File: src/hdl/prk_pkg.sv
// Package for the permutation rank block: widths, limits and the item that
// passes from the classifying front end to the accumulating back end.
// Depends on nothing; every other file refers to it by scoped names.
package prk_pkg;

  localparam int MAX_LEN = 20;
  localparam int LEN_W   = 5;
  localparam int RANK_W  = 62;
  localparam int QDEPTH  = 4;
  localparam int QPTR_W  = $clog2(QDEPTH);
  localparam int QCNT_W  = $clog2(QDEPTH + 1);

  localparam logic [LEN_W-1:0]   LEN_RESET = LEN_W'(MAX_LEN);
  localparam logic [MAX_LEN-1:0] MASK_FULL = '1;

  typedef struct packed {
    logic [LEN_W-1:0] count;
    logic [LEN_W-1:0] weight;
    logic             last;
    logic             err;
  } item_t;

endpackage

File: src/hdl/prk_front.sv
// Front end of the permutation rank block: checks each element against the
// mask of unseen values and turns it into a count and a Horner weight.
// Depends on prk_pkg.
module prk_front (
  input  logic                       clk,
  input  logic                       rst,
  input  logic                       cfg_write,
  input  logic [prk_pkg::LEN_W-1:0]  cfg_len,
  input  logic                       take,
  input  logic [prk_pkg::LEN_W-1:0]  element,
  output prk_pkg::item_t             item
);

  logic [prk_pkg::LEN_W-1:0]   eff_len;
  logic [prk_pkg::MAX_LEN-1:0] unseen;
  logic [prk_pkg::LEN_W-1:0]   position;
  logic                        error_seen;

  logic [prk_pkg::MAX_LEN-1:0] sel;
  logic [prk_pkg::MAX_LEN-1:0] below;
  logic [prk_pkg::LEN_W-1:0]   cnt;
  logic                        ok;
  logic                        last;
  logic [prk_pkg::LEN_W-1:0]   len_clamped;

  always_comb begin
    for (int i = 0; i < prk_pkg::MAX_LEN; i++) begin
      sel[i]   = (element == prk_pkg::LEN_W'(i + 1));
      below[i] = (prk_pkg::LEN_W'(i + 1) < element);
    end
    cnt = '0;
    for (int i = 0; i < prk_pkg::MAX_LEN; i++) begin
      cnt = cnt + prk_pkg::LEN_W'(unseen[i] & below[i]);
    end
    ok   = (element != '0) && (element <= eff_len) && ((unseen & sel) != '0);
    last = (position == eff_len - prk_pkg::LEN_W'(1));
    item.count  = ok ? cnt : '0;
    item.weight = eff_len - position;
    item.last   = last;
    item.err    = error_seen | ~ok;
  end

  always_comb begin
    if (cfg_len == '0) begin
      len_clamped = prk_pkg::LEN_W'(1);
    end else if (cfg_len > prk_pkg::LEN_RESET) begin
      len_clamped = prk_pkg::LEN_RESET;
    end else begin
      len_clamped = cfg_len;
    end
  end

  always_ff @(posedge clk) begin
    if (rst) begin
      eff_len    <= prk_pkg::LEN_RESET;
      unseen     <= prk_pkg::MASK_FULL;
      position   <= '0;
      error_seen <= 1'b0;
    end else if (cfg_write) begin
      eff_len    <= len_clamped;
      unseen     <= prk_pkg::MASK_FULL;
      position   <= '0;
      error_seen <= 1'b0;
    end else if (take) begin
      if (last) begin
        unseen     <= prk_pkg::MASK_FULL;
        position   <= '0;
        error_seen <= 1'b0;
      end else begin
        unseen     <= ok ? (unseen & ~sel) : unseen;
        position   <= position + prk_pkg::LEN_W'(1);
        error_seen <= error_seen | ~ok;
      end
    end
  end

  a_pos_in_range: assert property (@(posedge clk) disable iff (rst)
    position < eff_len)
    else $error("position has run past the permutation length");

endmodule

File: src/hdl/prk_queue.sv
// Short queue of classified items between the front and back ends.
// Depends on prk_pkg.
module prk_queue (
  input  logic           clk,
  input  logic           rst,
  input  logic           push,
  input  prk_pkg::item_t push_item,
  output logic           full,
  input  logic           pop,
  output logic           not_empty,
  output prk_pkg::item_t head_item
);

  prk_pkg::item_t               slots [prk_pkg::QDEPTH];
  logic [prk_pkg::QPTR_W-1:0]   wr_ptr;
  logic [prk_pkg::QPTR_W-1:0]   rd_ptr;
  logic [prk_pkg::QCNT_W-1:0]   fill;
  logic                         do_push;
  logic                         do_pop;

  assign full      = (fill == prk_pkg::QCNT_W'(prk_pkg::QDEPTH));
  assign not_empty = (fill != '0);
  assign head_item = slots[rd_ptr];
  assign do_push   = push && !full;
  assign do_pop    = pop && not_empty;

  always_ff @(posedge clk) begin
    if (do_push) begin
      slots[wr_ptr] <= push_item;
    end
  end

  always_ff @(posedge clk) begin
    if (rst) begin
      wr_ptr <= '0;
      rd_ptr <= '0;
      fill   <= '0;
    end else begin
      if (do_push) begin
        wr_ptr <= wr_ptr + prk_pkg::QPTR_W'(1);
      end
      if (do_pop) begin
        rd_ptr <= rd_ptr + prk_pkg::QPTR_W'(1);
      end
      fill <= fill + prk_pkg::QCNT_W'(do_push) - prk_pkg::QCNT_W'(do_pop);
    end
  end

  a_fill_bound: assert property (@(posedge clk) disable iff (rst)
    fill <= prk_pkg::QCNT_W'(prk_pkg::QDEPTH))
    else $error("queue fill level exceeds its depth");

  a_fill_track: assert property (@(posedge clk) disable iff (rst)
    (do_push && !do_pop) |=> (fill == $past(fill) + prk_pkg::QCNT_W'(1)))
    else $error("queue fill level did not follow a request");

endmodule

File: src/hdl/prk_back.sv
// Back end of the permutation rank block: Horner accumulation of the rank
// and the output register that holds a finished result.
// Depends on prk_pkg.
module prk_back (
  input  logic                        clk,
  input  logic                        rst,
  input  logic                        cfg_write,
  input  logic                        have_item,
  input  prk_pkg::item_t              item,
  output logic                        take_item,
  output logic                        out_valid,
  input  logic                        out_ready,
  output logic [prk_pkg::RANK_W-1:0]  rank,
  output logic                        invalid
);

  logic [prk_pkg::RANK_W-1:0] acc;
  logic [prk_pkg::RANK_W-1:0] acc_next;
  logic [prk_pkg::RANK_W+prk_pkg::LEN_W-1:0] prod;

  assign take_item = have_item && (!item.last || !out_valid || out_ready);

  always_comb begin
    prod     = {{prk_pkg::LEN_W{1'b0}}, acc}
             * {{prk_pkg::RANK_W{1'b0}}, item.weight};
    acc_next = prod[prk_pkg::RANK_W-1:0] + prk_pkg::RANK_W'(item.count);
  end

  always_ff @(posedge clk) begin
    if (rst) begin
      acc       <= '0;
      out_valid <= 1'b0;
    end else begin
      if (cfg_write) begin
        acc <= '0;
      end else if (take_item) begin
        acc <= item.last ? '0 : acc_next;
      end
      if (take_item && item.last) begin
        out_valid <= 1'b1;
      end else if (out_ready) begin
        out_valid <= 1'b0;
      end
    end
  end

  always_ff @(posedge clk) begin
    if (take_item && item.last) begin
      rank    <= item.err ? '0 : acc_next;
      invalid <= item.err;
    end
  end

  a_no_overwrite: assert property (@(posedge clk) disable iff (rst)
    (out_valid && !out_ready) |=> (out_valid && $stable(rank) && $stable(invalid)))
    else $error("a waiting result was overwritten");

endmodule

File: src/hdl/permutation_rank.sv
// Top level of the permutation rank block: lexicographic rank of a
// permutation given one element per request. Uses prk_pkg, prk_front,
// prk_queue and prk_back.
//
//   channel  direction  handshake               payload
//   cfg      in         cfg_valid / cfg_ready   perm_length
//   in       in         in_valid / in_ready     element
//   out      out        out_valid / out_ready   rank, invalid
//
// One element is taken every cycle while the four-entry queue has room and
// no length write waits. The back end applies one 62 by 5 bit multiply-add
// per cycle unless stalled; a result is registered as its last item leaves
// the queue. Reset restores a length of 20 and clears all progress.
// A stalled output only holds up the back end at a permutation's last
// element; the queue then absorbs up to three further elements.
// A length write waits until the queue is empty and holds off the input.
module permutation_rank (
  input  logic                        clk,
  input  logic                        rst,
  input  logic                        cfg_valid,
  output logic                        cfg_ready,
  input  logic [prk_pkg::LEN_W-1:0]   perm_length,
  input  logic                        in_valid,
  output logic                        in_ready,
  input  logic [prk_pkg::LEN_W-1:0]   element,
  output logic                        out_valid,
  input  logic                        out_ready,
  output logic [prk_pkg::RANK_W-1:0]  rank,
  output logic                        invalid
);

  prk_pkg::item_t front_item;
  prk_pkg::item_t head_item;
  logic           q_full;
  logic           q_not_empty;
  logic           back_take;
  logic           cfg_write;
  logic           in_take;

  assign cfg_ready = !q_not_empty;
  assign cfg_write = cfg_valid && cfg_ready;
  assign in_ready  = !q_full && !cfg_valid;
  assign in_take   = in_valid && in_ready;

  prk_front u_front (
    .clk       (clk),
    .rst       (rst),
    .cfg_write (cfg_write),
    .cfg_len   (perm_length),
    .take      (in_take),
    .element   (element),
    .item      (front_item)
  );

  prk_queue u_queue (
    .clk       (clk),
    .rst       (rst),
    .push      (in_take),
    .push_item (front_item),
    .full      (q_full),
    .pop       (back_take),
    .not_empty (q_not_empty),
    .head_item (head_item)
  );

  prk_back u_back (
    .clk       (clk),
    .rst       (rst),
    .cfg_write (cfg_write),
    .have_item (q_not_empty),
    .item      (head_item),
    .take_item (back_take),
    .out_valid (out_valid),
    .out_ready (out_ready),
    .rank      (rank),
    .invalid   (invalid)
  );

endmodule

File: config.mk
export PLATFORM = sky130hd
export DESIGN_NAME = permutation_rank
export DESIGN_NICKNAME = d
export VERILOG_FILES = /design/src/hdl/prk_pkg.sv /design/src/hdl/prk_front.sv /design/src/hdl/prk_queue.sv /design/src/hdl/prk_back.sv /design/src/hdl/permutation_rank.sv
export SDC_FILE = /design/constraint.sdc
export NUM_CORES = 1
export LEC_CHECK = 0
export BUFFER_PORTS_ARGS = -buffer_cell sky130_fd_sc_hd__buf_2
export CAP_MARGIN = 20
export CELL_PAD_IN_SITES_DETAIL_PLACEMENT = 1
export CELL_PAD_IN_SITES_GLOBAL_PLACEMENT = 2
export CORE_MARGIN = 2
export CORE_UTILIZATION = 44
export CTS_BUF_LIST = sky130_fd_sc_hd__clkbuf_16
export CTS_CLUSTER_DIAMETER = 200
export CTS_CLUSTER_SIZE = 20
export DETAILED_ROUTE_END_ITERATION = 12
export PLACE_DENSITY_LB_ADDON = 0.1
export SETUP_SLACK_MARGIN = 0.3
export SYNTH_ARGS = -nofsm -noshare
export SYNTH_HDL_FRONTEND = slang
export SYNTH_SLANG_ARGS = --single-unit
File: constraint.sdc
create_clock -name clk -period 9.11 [get_ports clk]
set_input_delay 1.3665 -clock clk [delete_from_list [all_inputs] [get_ports clk]]
set_output_delay 1.3665 -clock clk [all_outputs]
set_load 0.02 [all_outputs]
# == Yosys cells after proc, flatten, opt, wreduce, memory -nomap -nowiden ==
# Memories as Yosys holds them, arrays and structs flattened. A register that Yosys moved wholly into a read port is not among the register bits.
# Index checks and enable logic that the tools add are counted.
# totals
ramBits,48
inputBits,15
output_inout_bits,66
register_bits,164
word_cells,147
mem_count,1
# op_classes
multipliers,1
addsub,27
muxes,14
n_eq_ne,22
n_lt_le_gt_ge,22
bitwise_logic,25
n_reduce_logical,24
# mem_list
memory,depth,word_bits,read_ports,rd_clocked_by_memory_dff,write_ports,line_no,source
u_queue.slots,4,12,1,1,1,prk_queue.sv:14,prk_pkg::item_t slots [prk_pkg::QDEPTH];
# op_table
operator,n
$add A5 B5 Y5,19
$add A62 B5 Y62,1
$mul A62 B5 Y62,1
$mux W62,1
$and A20 B20 Y20,2
$eq A5 B4 Y1 const B,8
$lt A4 B5 Y1 const A,8
$mux W20,2
$eq A5 B5 Y1 const B,5
$lt A5 B5 Y1 const A,5
$and A1 B1 Y1,20
$eq A5 B3 Y1 const B,4
$lt A3 B5 Y1 const A,4
$mux W5,4
$not A20 Y20,1
$reduce_bool A20 Y1,1
$eq A5 B2 Y1 const B,2
$lt A2 B5 Y1 const A,2
$logic_and A1 B1 Y1,9
$add A5 B1 Y5 const B,1
$eq A5 B1 Y1 const B,1
$eq A5 B5 Y1,1
$gt A5 B5 Y1 const B,1
$le A5 B5 Y1,1
other kinds (19),31

# == Depth between registers and ports, before layout ==
# Gate-level depths: netlist of run 1.
# depth
ltp_word,22
mapped_depth,21
mapped_depth_nobuf,18

# == Hierarchy ==
# Synthesis of run 1 repeated with hierarchy kept, for this count alone.
# unflattened
hier_cells,2153
hier_area_um2,20151.8
# modules_own_cells
mod,area_each_um2,seq_area_each_um2,cells_per_inst,n_inst
prk_back,15207.1,3153.0,1716,1
prk_front,2700.1,620.6,322,1
prk_queue,2215.9,1621.6,111,1
permutation_rank,28.8,0.0,4,1

# == Worst setup path before layout of run 1 ==
# OpenSTA, ideal clock, no wires.
# synth_timing
path_type,input to register
startpoint,input port element[1] (netlist bit)
endpoint,"memory u_queue.slots[0][11] (netlist bit), data pin"
required_ps,8930
n_path_buf,3
cell_stages,18
setup_time_ps,180
arrival_ps,5959
path_slack_ps,2971
path_cell_list,clkbuf_1 clkbuf_1 clkbuf_1 o21ai_0 a21oi_1 fa_1 inv_1 fa_1 fa_1 fa_1 fa_1 inv_1 ha_1 inv_1 fa_1 nor2b_1 o21ai_0 a21oi_1
# synth_rtl
item,line_no,source
start: declaration,permutation_rank.sv:25,"input logic [prk_pkg::LEN_W-1:0] element,"
end: declaration,prk_queue.sv:14,

==> key figures, run 1 <==
Drt
  – Routed len/inst: 20.6 um
  – Drt drc: 0
  – Routed vias/inst: 5.49
  – Final wirelength: 57300 um
  – Vias: 15300
  – Drt pass-1 iters: 5
  – Initial DRC count: 624
  – DRT antenna net count: 0

CTS
  – Skew-Pair Late Insertion Delay: 0.53 ns
  – Clock Tree Buf Depth: 3
  – Cts hold-fix bufs: 0
  – Root Buffer: clkbuf_16
  – CTS buffer count: 14
  – H-tree depth: 1
  – Post-CTS Setup Bufs: 0
  – CTS tree: yes
  – Clock-pin transition on the worst setup and hold timing paths: 0.09 ns
  – Post-cts sizing count: 0
  – Sinks on Clock Net: 214

Setup path
  – Critical-path cell list: mux4_2, buf_4, and2_1, fa_1, fa_1, inv_1, fa_1, inv_1, ha_1, o21ai_0, o21ai_0, a31oi_1, o2bb2ai_1, o31ai_1, nand2_1, o31ai_1, xnor2_1, nor2_1
  – Most used cell, CP: fa_1
  – Critical Path RT: 9.37 ns
  – Path type of the worst setup path: flip-flop to flip-flop
  – WP depth: 18
  – Startpoint Class: flip-flop
  – Crit path DAT: 7.59 ns
  – Crit-path slowest cell: mux4_2
  – Crit. End Element: flip-flop
  – R2R cell count: 18
  – Buf+Inv Stages, Crit Path: 3
  – CP delay by family, top: compound AO/OA/AOI/OAI gates
  – CP peak stage delay: 0.91 ns
  – Critical Path Fanout Max: 30

Logic synthesis
  – Post-synth top area share: 0.195
  – Cell with the most instances after synthesis: inv_1
  – Ys async rst share: 0
  – Area leader, netlist: fa_1
  – Syn Area/Cell: 9.18 um2
  – Synth top area cells: fa_1 19%, edfxtp_1 17%, dfxtp_1 10%, ha_1 9.1%, and2_1 9.1%
  – Register area share after synthesis: 0.272
  – Synth unique cells: 74
  – Number of synthesized flops with an enable pin: 111
  – Synth Flop Type: edfxtp_1
  – Mapped Nets: 2517
  – Post-synth top cells: 315 x inv_1, 289 x and2_1, 193 x fa_1
  – Cells after synthesis: 2164
  – Post-synthesis cell area: 0.0199 mm2
  – Number of warnings issued by yosys: 0
  – FF+latch count, synth: 214

Power
  – Pwr/cell area: 185 mW/mm2
  – VDD IR-drop max: 173 uV
  – Leak: 9.52 nW

Timing
  – Setup_tns: 0 ns
  – Min cycle time layout: 7.34 ns
  – Fin crit share: 0.805
  – Setup violators final: 0
  – FMAX: 136 MHz
  – Slew @ Worst Pin: 1.05 ns
  – Fin worst setup slack: 1.77 ns
  – Slew HR: 0.300
  – Final Max Slew Viols: 0
  – Layout Skew: 0.0195 ns
  – Hold_ws: 0.467 ns
  – Final Hold Vio Count: 0
  – Unrepaired setup endpoints after global routing: false

Run
  – Max cap viols: 0

Global route
  – Global route total overflow: 0
  – Vias in the first global route: 17100
  – Global-route usage over all layers: 0.253
  – Number of antenna violations at the first check in global routing: 1
  – First-pass GRT wire length: 93700 um
  – Largest net degree at the start of global routing: 65

Place
  – # port buffers: 80
  – Placer congestion estimate: 0.876
  – DP Worst Slack: 1.73 ns
  – DP HPWL: 43300 um

Floorplanning
  – Full die area: 0.0468 mm2
  – # IOs: 81
  – Core ar.: 0.0444 mm2
  – Chip Width: 216 um
  – Initial core utilization: 0.447
  – Row count: 77
  – Chip height: 216 um

Layout
  – Share of cells above drive strength 1: 0.0663
  – Nets@finish: 2532
  – # diodes: 0
  – Synth-to-Final Area Change: 6.59%

Run status
  – Outcome: finished, final reports clean

Worst hold path
  – Hold_sp: u_front.unseen[0]
  – Hold Path Class: flip-flop to flip-flop
  – Hold depth: 2
per-layer routing:
layer | GRT usage | wire, um | part of all wire | up-vias
met1 | 0.327 | 24800 | 0.43 | 7807
met2 | 0.451 | 28800 | 0.50 | 251
li1 | - | - | - | 7123
met5 | 0 | 0 | 0 | -
met3 | 0.0312 | 2190 | 0.038 | 74
met4 | 0.0621 | 1500 | 0.026 | 0
flip-flops by register name (all words and copies together) (netlist names), named ones only:
register / count
u_back.acc: 62
u_back.invalid: 1
u_back.out_valid: 1
u_back.rank: 62
u_front.eff_len: 5
u_front.error_seen: 1
u_front.position: 5
u_front.unseen: 20
u_queue.fill: 3
u_queue.rd_ptr: 2
u_queue.slots: 48
u_queue.wr_ptr: 2
worst reg2reg max path, stage by stage, from the launching register on:
cell and delay [ns]:
dfxtp_1 0.84, mux4_2 0.91, buf_4 0.39, and2_1 0.24, fa_1 0.50, fa_1 0.54
inv_1 0.05, fa_1 0.52, inv_1 0.04, ha_1 0.37, o21ai_0 0.15, o21ai_0 0.36
a31oi_1 0.26, o2bb2ai_1 0.24, o31ai_1 0.81, nand2_1 0.23, o31ai_1 0.38, xnor2_1 0.19
nor2_1 0.05
layout make-up:
cell class,count,area [um2]
Clock buffer,14,350
Clock inverter,10,55.1
Fill cell,5162,23200
Inverter,315,1180
Multi-Input combinational cell,1540,12900
Sequential cell,214,5400
Tap cell,592,741
Timing Repair Buffer,94,509
power by group:
part	leakage [nW]	switching, mW	internal, mW
sequential	1.89	0.100	1.26
clock	0.226	0.370	0.287
combinational	7.41	1.35	0.546
total	9.52	1.82	2.09
logic make-up after synthesis:
family,after synthesis,synth area share
flops,214,0.272
simple gates,756,0.196
buf+inv,410,0.0778
mux,17,0.0163
compound gates,357,0.121
fa+ha+maj,338,0.286
xor+xnor,72,0.0318
through the flow:
stage	util	cell area, um2	cells	total power [mW]
after global placement	0.467	20700	2754	3.24
after global routing	0.477	21200	2779	4.19
after detailed placement	0.467	20800	2755	3.30
after CTS	0.477	21200	2779	3.98
final	0.477	21200	2779	3.91
after floorplan	-	19900	2164	2.58
path summary, 6_finish.rpt:
| path | end | slack, ns |
|---|---|---|
| max reg2reg | u_back.rank[37] | 1.77 |
| max | u_back.rank[37] | 1.77 |
| min reg2reg | u_front.unseen[0] | 0.47 |
| min | u_front.unseen[0] | 0.47 |
placed cells by master, fill, tap and decap left out, types with 14 or more instances in the layout:
cell type,n
nor2_1,139
xnor2_1,48
buf_2,80
inv_1,323
a21o_1,30
nand3_1,23
nor2b_1,16
fa_1,193
nand2_1,189
and3_1,20
edfxtp_1,111
nor3_1,16
o21a_1,17
nand4_1,21
xor2_1,24
o21ai_0,74
and2_1,288
o31a_1,22
o31ai_1,15
clkbuf_16,14
a21oi_1,93
ha_1,145
dfxtp_1,103
Power figures use the tool's default switching activity.
==> run 2, diff against run 1 <==
- CORE_UTILIZATION: 44 -> 37
- clock period: 9.11 -> 6.5 ns (I/O delays scaled with it)
==> key figures, run 2 (synthesized netlist as in run 1, its figures left out) <==
CTS
  – Clock-pin transition on the worst setup and hold timing paths: 0.10 ns (about the same)
  – Sinks on Clock Net: 214 (unchanged)
  – CTS tree: yes
  – CTS buffer count: 14 (unchanged)
  – Cts hold-fix bufs: 0 (unchanged)
  – Skew-Pair Late Insertion Delay: 0.52 ns (about the same)
  – H-tree depth: 1 (unchanged)
  – Clock Tree Buf Depth: 3 (unchanged)
  – Root Buffer: clkbuf_16

Run status
  – Outcome: finished, final reports clean

Layout
  – Final core occ: 0.410 (-0.0662)
  – Most frequent cells in the layout: 323 x inv_1, 288 x and2_1, 193 x fa_1
  – Final Instance Count excl. Fillers: 2904 (+4.5%)
  – Share of cells above drive strength 1: 0.0867 (+0.0204)
  – Registers with the most flip-flops: u_back.acc: 62 flops, u_back.rank: 62 flops, u_queue.slots: 48 flops
  – Commonest non-fill, non-tap cell in the layout: inv_1
  – Nets@finish: 2560 (+1.1%)
  – Filler cells: 6154 (+19%)
  – Synth-to-Final Area Change: 9.02%

Global route
  – Number of antenna violations at the first check in global routing: 2 (+1)
  – Global route total overflow: 0 (unchanged)
  – First-pass GRT wire length: 94700 um (+1.0%)
  – Vias in the first global route: 16700 (-2.5%)
  – Largest net degree at the start of global routing: 65 (unchanged)
  – Global-route usage over all layers: 0.215 (-0.0377)

Setup path
  – Most used cell, CP: fa_1
  – Buf+Inv Stages, Crit Path: 4 (+1)
  – Startpoint Class: flip-flop
  – R2R cell count: 19 (+1)
  – Crit path DAT: 6.41 ns (-1.18 ns)
  – CP peak stage delay: 0.56 ns (-0.35 ns)
  – Reg2reg end: u_back.acc[57]
  – CP delay by family, top: adder cells
  – Path type of the worst setup path: flip-flop to flip-flop
  – Critical-path cell list: buf_12, mux4_2, buf_12, and2_1, fa_1, fa_1, inv_1, fa_1, inv_1, ha_2, nand3_1, o2111ai_2, a31oi_2, o31ai_4, a21oi_4, o21a_2, or4_4, and3_4, o31ai_2
  – Crit-path slowest cell: mux4_2
  – Critical Path RT: 6.93 ns (-2.44 ns)
  – Crit. End Element: flip-flop
  – Critical Path Fanout Max: 41 (+37%)
  – Flop-to-flop setup slack: 0.52 ns (-1.25 ns)

Place
  – Placer congestion estimate: 0.823 (-6.0%)
  – DP HPWL: 44500 um (+2.6%)
  – Cell total after placement: 2876 (+4.4%)
  – # port buffers: 80 (unchanged)

Worst hold path
  – Hold depth: 2 (unchanged)
  – Hold Path Class: flip-flop to flip-flop
  – Hold path endpoint: u_front.unseen[6]
  – Hold_sp: u_front.unseen[6]

Power
  – VDD IR-drop max: 185 uV (+7.0%)
  – Leak: 9.69 nW (+1.7%)
  – Pwr/cell area: 259 mW/mm2 (+40%)

Drt
  – Routed len/inst: 20.3 um (-1.3%)
  – DRT antenna net count: 0 (unchanged)
  – Drt pass-1 iters: 4 (-1)
  – Drt drc: 0 (unchanged)
  – Vias: 15200 (-0.43%)
  – Final wirelength: 59100 um (+3.1%)
  – Initial DRC count: 667 (+6.9%)
  – Routed vias/inst: 5.23 (-4.7%)

Timing
  – Unrepaired setup endpoints after global routing: true
  – Hold_ws: 0.478 ns (+0.0109 ns)
  – Fin crit share: 0.919 (+0.114)
  – Layout Skew: 0.0219 ns (+0.00238 ns)
  – Slew HR: 0.285 (-0.0151)
  – FMAX: 167 MHz (+23%)
  – Setup_tns: 0 ns (unchanged)
  – Setup violators final: 0 (unchanged)
  – Min cycle time layout: 5.98 ns (-1.36 ns)
  – Final Hold Vio Count: 0 (unchanged)
  – Slew @ Worst Pin: 1.07 ns (+0.0227 ns)
  – Final Max Slew Viols: 0 (unchanged)

Floorplanning
  – Core ar.: 0.0528 mm2 (+19%)
  – Chip Width: 236 um (+8.9%)
  – Row count: 84 (+9.1%)
  – Initial core utilization: 0.376 (-0.0707)
  – # IOs: 81 (unchanged)
  – Full die area: 0.0555 mm2 (+19%)
  – Chip height: 236 um (+8.9%)

Run
  – Max cap viols: 0 (unchanged)
==> run 2: changes by cell type in the layout (fill, tap and decap cells not counted), moves of 2 or more <==
cell and delta:
ha_2 +6, or3_1 -2, a211oi_2 +2, a21oi_1 -2
a211oi_1 -2, buf_12 +5, o21ai_0 -3, o21ai_1 +3
buf_4 +24, ha_1 -6
==> run 2: per-stage QoR <==
stage	setup WS, ns	power, mW	cell area, um2
global placement	0.342	4.66	21100
finish	0.524	5.60	21600
detailed placement	0.229	4.75	21100
CTS	0.359	5.69	21500
global route	0.275	5.98	21600
floorplan	0.678	3.62	19900
==> run 2: cell type report <==
cell class                 count  area [um2]  area share
clock buffer                  14         350      0.0162
tap                          688         861      0.0398
multi-input combinational   1540       13000       0.602
inverter                     315        1180      0.0546
sequential                   214        5400       0.249
clock inverter                10        55.1     0.00254
antenna                        1        2.50    0.000116
timing repair buffer         122         778      0.0359
==> run 2: worst reg2reg max path, cell delays in order, from the launching register on <==
cell       delay (ns)
dfxtp_2          0.38
buf_12           0.16
mux4_2           0.56
buf_12           0.21
and2_1           0.21
fa_1             0.48
fa_1             0.56
inv_1            0.06
fa_1             0.53
inv_1            0.04
ha_2             0.36
nand3_1          0.11
o2111ai_2        0.28
a31oi_2          0.19
o31ai_4          0.39
a21oi_4          0.13
o21a_2           0.29
or4_4            0.55
and3_4           0.20
o31ai_2          0.20
==> run 2: power by group <==
part           switching, mW  internal [mW]
logic                   1.94          0.840
registers              0.122           1.77
clock network          0.523          0.402
==> run 2: worst max path at each step <==
stage / from / to / slack (ns) / cells after the start
after floorplan: flip-flop / u_back.rank[56] / 0.68 / 20
after global placement: flip-flop / u_back.rank[52] / 0.34 / 20
after CTS: flip-flop / u_back.rank[57] / 0.36 / 19
after global routing: flip-flop / u_back.rank[58] / 0.28 / 18
final: flip-flop / u_back.acc[57] / 0.52 / 19
after detailed placement: flip-flop / u_back.rank[52] / 0.23 / 20
==> run 2: repair_timing <==
action / 4_1_cts / 5_1_grt
pin swaps: 0 / 3
buffers inserted: 0 / 2
setup endpoints to repair: 2 / 38
gates resized for setup: 1 / 23
==> run 2: metal layers <==
metal,up-vias,GRT usage,wire (um)
li1,7169,-,-
met1,7836,0.287,27200
met2,137,0.388,29800
met3,47,0.0164,1250
met4,0,0.0351,857
met5,-,0,0
